$ cat src/udiv64_stage.sv
`timescale 1ns / 1ps

module udiv64_stage #(
  parameter int W = 64
) (
  input  logic         clk,
  input  logic         rst_n,
  input  logic         adv,
  input  logic         valid_i,
  input  logic         dz_i,
  input  logic [W-1:0] rem_i,
  input  logic [W-1:0] quo_i,
  input  logic [W-1:0] den_i,
  output logic         valid_o,
  output logic         dz_o,
  output logic [W-1:0] rem_o,
  output logic [W-1:0] quo_o,
  output logic [W-1:0] den_o
);

  logic         valid_r;
  logic         dz_r;
  logic [W-1:0] rem_r;
  logic [W-1:0] quo_r;
  logic [W-1:0] den_r;

  logic [W:0]   rem_sh;
  logic [W:0]   diff;
  logic         ge;
  logic [W-1:0] rem_nxt;
  logic [W-1:0] quo_nxt;

  // shift in next dividend bit, trial subtract
  always_comb begin
    rem_sh  = {rem_i, quo_i[W-1]};
    diff    = rem_sh - {1'b0, den_i};
    ge      = (rem_sh >= {1'b0, den_i});
    rem_nxt = ge ? diff[W-1:0] : rem_sh[W-1:0];
    quo_nxt = {quo_i[W-2:0], ge};
  end

  always_ff @(posedge clk) begin
    if (!rst_n) begin
      valid_r <= 1'b0;
    end else if (adv) begin
      valid_r <= valid_i;
    end
  end

  always_ff @(posedge clk) begin
    if (adv) begin
      dz_r  <= dz_i;
      rem_r <= rem_nxt;
      quo_r <= quo_nxt;
      den_r <= den_i;
    end
  end

  assign valid_o = valid_r;
  assign dz_o    = dz_r;
  assign rem_o   = rem_r;
  assign quo_o   = quo_r;
  assign den_o   = den_r;

endmodule

$ cat config.mk
export PLATFORM = sky130hd
export DESIGN_NAME = udiv64_stage
export DESIGN_NICKNAME = d
export VERILOG_FILES = /design/src/udiv64_stage.sv
export SDC_FILE = /design/constraint.sdc
export NUM_CORES = 1
export LEC_CHECK = 0
export BUFFER_PORTS_ARGS = -buffer_cell sky130_fd_sc_hd__clkbuf_2
export CAP_MARGIN = 5
export CORE_ASPECT_RATIO = 1.5
export CORE_MARGIN = 5
export CORE_UTILIZATION = 36
export DETAILED_ROUTE_END_ITERATION = 7
export HOLD_SLACK_MARGIN = 0.03
export PLACE_DENSITY_LB_ADDON = 0.08
export SKIP_CTS_REPAIR_TIMING = 1
export SYNTH_ARGS = -nofsm -noshare
export SYNTH_HDL_FRONTEND = slang
export SYNTH_SLANG_ARGS = --single-unit
$ cat constraint.sdc
create_clock -name clk -period 5.3 [get_ports clk]
set_input_delay 0 -clock clk [delete_from_list [all_inputs] [get_ports clk]]
set_output_delay 0 -clock clk [all_outputs]
set_load 0.1 [all_outputs]
Word-level counts from Yosys, hierarchy flattened

Cells that the tools add are included.

Bits in registers: 194
Input port bits: 197
Output and inout port bits: 194
Logic and storage cells: 8

$add $sub $neg: 1
$lt $le $gt $ge: 1
Muxes and demuxes: 1

Operator list:

| operator                       | count |
|---|---|
| >= comparator 65 x 64 -> 1 bit | 1 |
| two-way mux 64 bit             | 1 |
| subtractor 64 bit              | 1 |

Longest topological paths before layout

Gate-level depths: netlist (run 1).

Word-level depth: 2
Gate-level depth with buffers: 16
Depth with buffers taken out: 13

Worst setup path after synthesis (run 1)

Ideal clock, no wire load.

Path type: input port to flip-flop
Start point: input port den_i[32]
End point: register rem_r[63], in the netlist rem_o[63], data pin
Library setup time: 0.262 ns
Arrival: 2.450 ns
Data required time: 5.038 ns
Path slack: 2.588 ns
Stages: 11
Buffers on the path: 1
Cell sequence: inv_1 -> ha_1 -> buf_2 -> nand4_1 -> or3_1 -> a311o_1 -> o41ai_4 -> a41oi_2 -> o211ai_2 -> xor2_1 -> mux2_1

Cells in the longest elaborated chain, start to end: 2
Elaborated cells on any way between the ends: 3
Those cells by class: add/sub: 1; order compare: 1; mux: 1

Ends and longest elaborated chain:

| what                                                                | line   | RTL |
|---|---|---|
| from (decl)                                                         | 13     | `input logic [W-1:0] den_i,` |
| subtractor 64 bit or >= comparator 65 x 64 -> 1 bit (tied branches) | 36, 37 |  |
| two-way mux 64 bit *                                                | 38     | `rem_nxt = ge ? diff[W-1:0] : rem_sh[W-1:0];` |
| via rem_nxt[63]                                                     | 30     | `logic [W-1:0] rem_nxt;` |
| to (signal assigned)                                                | 53     | `rem_r <= rem_nxt;` |
| to (decl)                                                           | 23     | `logic [W-1:0] rem_r;` |

The timed path passes the listed nets; every way through them passes the cells marked *.
A chain may end at the register's enable or synchronous reset.

Worst setup path after layout (run 1)

Start point: input port rem_i[44]
End point: register rem_r[28], in the netlist rem_o[28], data pin

Cells in the longest elaborated chain, start to end: 2

Ends and longest elaborated chain:

| what                           | line | RTL |
|---|---|---|
| from (decl)                    | 11   | `input logic [W-1:0] rem_i,` |
| >= comparator 65 x 64 -> 1 bit | 37   | `ge = (rem_sh >= {1'b0, den_i});` |
| two-way mux 64 bit             | 38   |  |
| via rem_nxt[28]                | 30   |  |

The timed path passes the listed nets, and every way through them passes these cells.

==> key figures, run 1 <==
Logic synthesis
  – Synth Instances: 948
  – Post-synthesis register bit count: 194
  – Syn nets: 1210
  – Ranking of synthesized cells by area: edfxtp_1 (54%), ha_1 (7.5%), a21oi_1 (5.2%)
  – Avg Cell Area, Syn: 11.3 sq um
  – Syn Std Cell Area: 10700 sq um
  – Post-synthesis sequential area ratio: 54.4%
  – Area leader, netlist: edfxtp_1
  – Ys flop type: edfxtp_1
  – Share of flip-flops with an asynchronous set or reset: 0%
  – Warnings from Yosys: 0
  – Synth top area share: 54.2%
  – Netlist cell types: 67
  – Number of enable flip-flop cells after synthesis: 193

Critical path
  – Arr. time, crit path: 4.21 ns
  – Crit Path Class: primary input to flip-flop
  – Crit. End Element: flip-flop
  – Max FO, Critical Path: 73
  – Worst setup SP type: primary input
  – WP data required: 5.49 ns

Placed design
  – DP HPWL: 26.3 mm
  – Port Buffers: 390
  – GPL Wtd Cong: 0.839
  – Post-placement setup slack: 1.28 ns
  – Placed Cells incl. Taps: 1703

Timing
  – RSZ-0062 raised after global routing: false
  – Final Skew: 0 ns
  – Setup slack after layout: 1.28 ns
  – Period utilization: 75.9%
  – Fmax: 249 MHz
  – Rel. slew slack: 40.8%
  – Final setup fails: 0
  – Worst slew pin tran: 0.888 ns
  – Post-route setup TNS: 0 ns
  – Minimum clock period: 4.02 ns
  – Count of final hold-check violations: 0
  – Slew Limit Fails: 0

Detailed routing
  – DR WL/cell: 17.5 um
  – Total vias in the final route: 9336
  – WL final: 33.8 mm
  – Final ANT Viol Nets: 0
  – Number of remaining DRC errors: 0
  – Vias/cell: 4.84
  – Drt pass-1 iters: 4
  – DRT iter0 DRCs: 420

Floorplan
  – # rows: 77
  – # IOs: 391
  – Die Height: 221 um
  – Initial Utilization: 36.4%
  – Area of the core: 29400 sq um
  – Die area: 33300 sq um
  – Die W: 151 um

GRT
  – GRT Residual Overflow: 0
  – First-pass GRT wire length: 48.6 mm
  – Initial antenna violation count: 1
  – Global-route usage over all layers: 18.9%
  – Largest net degree at the start of global routing: 119
  – Vias in the first global route: 8941

Pwr
  – Peak supply drop: 230 uV
  – Total power: 5470 uW
  – Pwr/cell area: 352 nW/um^2
  – Lkg Pwr: 0.00694 uW
  – Cell Int Power: 3110 uW
  – Switching Fraction: 43.2%
  – Logic pwr share: 40.6%
  – Clock power frac: 24.1%
  – Seq pwr share: 35.4%
  – Switch Pwr: 2370 uW

Status
  – Status: finished clean

Clock network
  – Htree depth: 4
  – Clk_lat worst skew: 0.44 ns
  – Clock net sink count: 194
  – Worst-case clock buffer depth: 2
  – CTS tree: built
  – Clock slew at reported path FFs: 0.07 ns
  – CTS Root Cell: clkbuf_16
  – Num CTS Buffers: 17

Hold path
  – Hold Crit Class: primary input to flip-flop

Finish
  – Layout area overhead: 45.5%
  – Layout Utilization: 52.9%
  – Final Non-Filler Cells: 1929
  – Layout cell share with drive strength beyond 1: 30.4%
  – Final #Nets: 1783

Job
  – Max capacitance violation total: 0
registers in the layout, summed over array words and instances (netlist names):
register	flops
rem_o	64
quo_o	64
valid_o	1
dz_o	1
den_o	64
metrics by stage:
| stage | hold WS, ns | cell area (sq um) |
|---|---|---|
| after floorplan | 0.0989 | 10700 |
| after CTS | -0.303 | 13600 |
| after global placement | 0.177 | 13000 |
| final | 0.171 | 15500 |
| after global routing | 0.198 | 15500 |
| after detailed placement | 0.179 | 13000 |
worst paths after layout:
path,endpoint,from,depth (start not counted),slack [ns]
worst min register to register,valid_o,valid_o,3,1.07
worst min-delay path,den_o[43],adv,1,0.17
worst max register to register,valid_o,valid_o,3,4.16
worst max-delay path,rem_o[28],rem_i[44],12,1.28
layer usage:
metal	global-route usage, %	wire, um
met5	0	0
met4	5.68	697
met3	5.42	1960
met2	37.4	19100
met1	18.3	12100
power groups by stage:
| stage | Clock, uW | Combinational, uW | Sequential, uW |
|---|---|---|---|
| floorplan | 0 | 526 | 3130 |
| global placement | 0 | 2110 | 1960 |
| detailed placement | 0 | 2110 | 1970 |
| CTS | 1370 | 2120 | 1940 |
| global route | 1430 | 2330 | 1950 |
| finish | 1320 | 2220 | 1940 |
cell type report:
type | count | area (sq um)
fillers | 2682 | 13800
clock inverters | 14 | 173
flip-flops and latches | 194 | 5820
well taps | 395 | 494
multi-input cells | 641 | 4390
inverters | 79 | 297
clock buffers | 17 | 425
repair buffers | 588 | 3950
diodes | 1 | 2.50
layout by cell type, fill, tap and decap left out, types with 36 or more instances in the layout:
cell type,instances
dlygate4sd3_1,194
o21ai_0,41
edfxtp_1,193
inv_1,79
a21o_1,36
a21oi_1,111
clkbuf_2,389
ha_1,64
nand2_1,60
xnor2_1,37
nor2_1,76
worst max-delay path, stage by stage:
cell and delay, ns:
dlygate4sd3_1 0.54, clkbuf_2 0.13, ha_1 0.45, nand4_1 0.20
nor3_1 0.29, nand4_1 0.17, or4_1 0.47, nor4_1 0.38
a2111o_1 0.18, a21o_4 0.68, buf_4 0.35, mux2_1 0.34
synth_stat cells (all sizes together), types with 7 or more instances:
cell type and n:
ha 64, xor2 20, inv 79, clkbuf 14
o21a 12, nand3 11, nand2 60, a21o 37
a21oi 123, nor3 9, xnor2 37, nor2 86
buf 20, or3 7, o21bai 11, o21ai 46
mux2 15, nand4 15, edfxtp 193
logic make-up after synthesis:
| group | after synthesis | share of synthesized area (%) |
|---|---|---|
| AOI/OAI and AO/OA | 278 | 17.0 |
| muxes | 17 | 1.77 |
| DFF | 194 | 54.4 |
| and+or+nand+nor | 224 | 9.94 |
| xor gates and xnor gates | 57 | 4.67 |
| adders and majority gates | 65 | 7.68 |
| buffers and inverters | 113 | 4.53 |
No activity file was read; power rests on OpenSTA's default activity.
==> run 2, diff against run 1 <==
--- a/config.mk
+++ b/config.mk
@@ -5,6 +5,7 @@
 export SDC_FILE = /design/constraint.sdc
 export NUM_CORES = 1
 export LEC_CHECK = 0
+export ABC_AREA = 1
 export BUFFER_PORTS_ARGS = -buffer_cell sky130_fd_sc_hd__clkbuf_2
 export CAP_MARGIN = 5
 export CORE_ASPECT_RATIO = 1.5
==> constraint.sdc (replaced) <==
create_clock -name clk -period 3.3 [get_ports clk]
set_input_delay 0 -clock clk [delete_from_list [all_inputs] [get_ports clk]]
set_output_delay 0 -clock clk [all_outputs]
set_load 0.1 [all_outputs]
==> key figures, run 2 <==
Timing
  – Period utilization: 82.5%
  – Fmax: 367 MHz
  – RSZ-0062 raised after global routing: false (unchanged)
  – Final setup fails: 0 (unchanged)
  – Rel. slew slack: 54.2% (was 40.8%)
  – Final Skew: 0 ns (unchanged)
  – Slew Limit Fails: 0 (unchanged)
  – Count of final hold-check violations: 0 (unchanged)
  – Post-route setup TNS: 0 ns (unchanged)
  – Minimum clock period: 2.72 ns
  – Worst slew pin tran: 0.685 ns (was 0.888 ns)

Clock network
  – Clock net sink count: 194 (unchanged)
  – Clock slew at reported path FFs: 0.08 ns (was 0.07 ns)
  – Htree depth: 4 (unchanged)
  – Num CTS Buffers: 17 (unchanged)
  – Clk_lat worst skew: 0.45 ns (was 0.44 ns)
  – CTS Root Cell: clkbuf_16 (unchanged)
  – CTS tree: built (unchanged)
  – Worst-case clock buffer depth: 2 (unchanged)

GRT
  – GRT Residual Overflow: 0 (unchanged)
  – Vias in the first global route: 12.8k (was 8941)
  – First-pass GRT wire length: 73.9 mm (was 48.6 mm)
  – Global-route usage over all layers: 24.1% (was 18.9%)
  – Largest net degree at the start of global routing: 76 (was 119)
  – Initial antenna violation count: 0 (was 1)

Logic synthesis
  – Ranking of synthesized cells by area: edfxtp_1 (44%), nand2_1 (19%), inv_1 (11%) (was edfxtp_1 (54%), ha_1 (7.5%), a21oi_1 (5.2%))
  – Count leader, synth: nand2_1 (was edfxtp_1)
  – Share of flip-flops with an asynchronous set or reset: 0% (unchanged)
  – Warnings from Yosys: 0 (unchanged)
  – Avg Cell Area, Syn: 7.42 sq um (was 11.3 sq um)
  – Post-synthesis register bit count: 194 (unchanged)
  – Synth top area share: 44.0% (was 54.2%)
  – Syn Std Cell Area: 13200 sq um (was 10700 sq um)
  – Syn nets: 2038 (was 1210)
  – Netlist cell types: 34 (was 67)
  – Synth top cells by count: nand2_1 (658), inv_1 (377), edfxtp_1 (193), nand3_1 (142), nor2_1 (96) (was edfxtp_1 (193), a21oi_1 (111), inv_1 (79), nor2_1 (76), ha_1 (64))
  – Ys flop type: edfxtp_1 (unchanged)
  – Post-synthesis sequential area ratio: 44.2% (was 54.4%)
  – Area leader, netlist: edfxtp_1 (unchanged)
  – Number of enable flip-flop cells after synthesis: 193 (unchanged)
  – Synth Instances: 1776 (was 948)

Floorplan
  – # rows: 85 (was 77)
  – Die W: 166 um (was 151 um)
  – Initial Utilization: 36.5% (was 36.4%)
  – # IOs: 391 (unchanged)
  – Die Height: 244 um (was 221 um)
  – Area of the core: 36100 sq um (was 29400 sq um)
  – Die area: 40600 sq um (was 33300 sq um)

Detailed routing
  – Final ANT Viol Nets: 0 (unchanged)
  – Drt pass-1 iters: 5 (was 4)
  – Vias/cell: 4.54 (was 4.84)
  – DRT iter0 DRCs: 576 (was 420)
  – Number of remaining DRC errors: 0 (unchanged)
  – DR WL/cell: 17.8 um (was 17.5 um)
  – Total vias in the final route: 13.0k (was 9336)
  – WL final: 51.1 mm (was 33.8 mm)

Critical path
  – Crit Path Class: primary input to flip-flop (unchanged)
  – Max FO, Critical Path: 21 (was 73)
  – Worst setup SP type: primary input (unchanged)
  – WP data required: 3.63 ns (was 5.49 ns)
  – Crit. End Element: flip-flop (unchanged)
  – Worst reg2reg setup slack: 1.99 ns (was 4.16 ns)
  – Arr. time, crit path: 3.05 ns (was 4.21 ns)

Pwr
  – Lkg Pwr: 0.00978 uW (was 0.00694 uW)
  – Pwr/cell area: 502 nW/um^2 (was 352 nW/um^2)
  – Peak supply drop: 300 uV (was 230 uV)

Placed design
  – Placed Cells incl. Taps: 2637 (was 1703)
  – Port Buffers: 390 (unchanged)
  – DP HPWL: 42.4 mm (was 26.3 mm)
  – GPL Wtd Cong: 0.957 (was 0.839)

Finish
  – Most frequent cells in the layout: nand2_1 (658), clkbuf_2 (389), inv_1 (377) (was clkbuf_2 (389), dlygate4sd3_1 (194), edfxtp_1 (193))
  – Final #Nets: 2634 (was 1783)
  – # diodes: 0 (was 1)
  – Final Non-Filler Cells: 2863 (was 1929)
  – Layout area overhead: 39.3% (was 45.5%)
  – Commonest non-fill, non-tap cell in the layout: nand2_1 (was clkbuf_2)
  – Layout Utilization: 50.9% (was 52.9%)
  – Layout cell share with drive strength beyond 1: 22.3% (was 30.4%)
  – Fillers: 3654 (was 2682)

Status
  – Status: finished clean (unchanged)

Job
  – Max capacitance violation total: 0 (unchanged)

Hold path
  – Hold Crit Class: primary input to flip-flop (unchanged)
[run 2: routing by layer]
metal,GRT usage (%),vias up,routed length (um)
li1,-,6665,-
met4,9.95,0,2070
met2,49.7,363,29200
met3,3.78,77,2000
met1,23.2,5895,17800
met5,0,-,0
[run 2: area by class of cell]
cell class | instances | area (sq um) | share of cell area, %
clock buffers | 17 | 425 | 2.32
clock inverters | 15 | 223 | 1.21
inverters | 400 | 1500 | 8.18
multi-input cells | 1163 | 5710 | 31.1
flip-flops and latches | 194 | 5820 | 31.7
well taps | 478 | 598 | 3.26
repair buffers | 596 | 4070 | 22.2
[run 2: cells by family after synthesis]
| group | Yosys count | share of synthesized area, % |
|---|---|---|
| flops | 194 | 44.2 |
| xor+xnor | 31 | 2.06 |
| fa+ha+maj | 65 | 6.23 |
| compound gates | 55 | 2.19 |
| simple gates | 1012 | 32.9 |
| buf+inv | 419 | 12.5 |
[run 2: worst max-delay path: stages]
cell and delay (ns):
dlygate4sd3_1 0.52, clkbuf_2 0.11, inv_1 0.04, ha_1 0.37, nand2_1 0.17, nor2_1 0.56, nand3_1 0.14, nor2_1 0.14
nand2_1 0.12, nand3_2 0.11, nor2_4 0.05, nand2_4 0.28, buf_4 0.26, nand3_1 0.09, nand2_1 0.07
[run 2: worst paths after layout]
| path | endpoint | depth (start not counted) | from |
|---|---|---|---|
| min | den_o[56] | 1 | adv |
| min reg2reg | valid_o | 3 | valid_o |
| max reg2reg | valid_o | 3 | valid_o |
| max | rem_o[48] | 15 | den_i[59] |
[run 2: report_power, final]
| group | switching, uW | total, uW | internal (uW) |
|---|---|---|---|
| registers | 72.7 | 3090 | 3020 |
| logic | 3050 | 3880 | 830 |
| clock network | 1120 | 2240 | 1120 |
| total | 4240 | 9210 | 4970 |
[run 2: stage by stage]
step	area [sq um]	worst slack [ns]	hold slack (ns)	total power, uW
after floorplan	13200	1.49	0.0935	5990
after global placement	15800	0.574	0.177	6850
final	18300	0.578	0.188	9210
after CTS	16400	1.12	-0.329	9140
after detailed placement	15800	0.621	0.179	6860
after global routing	18300	0.412	0.215	9640
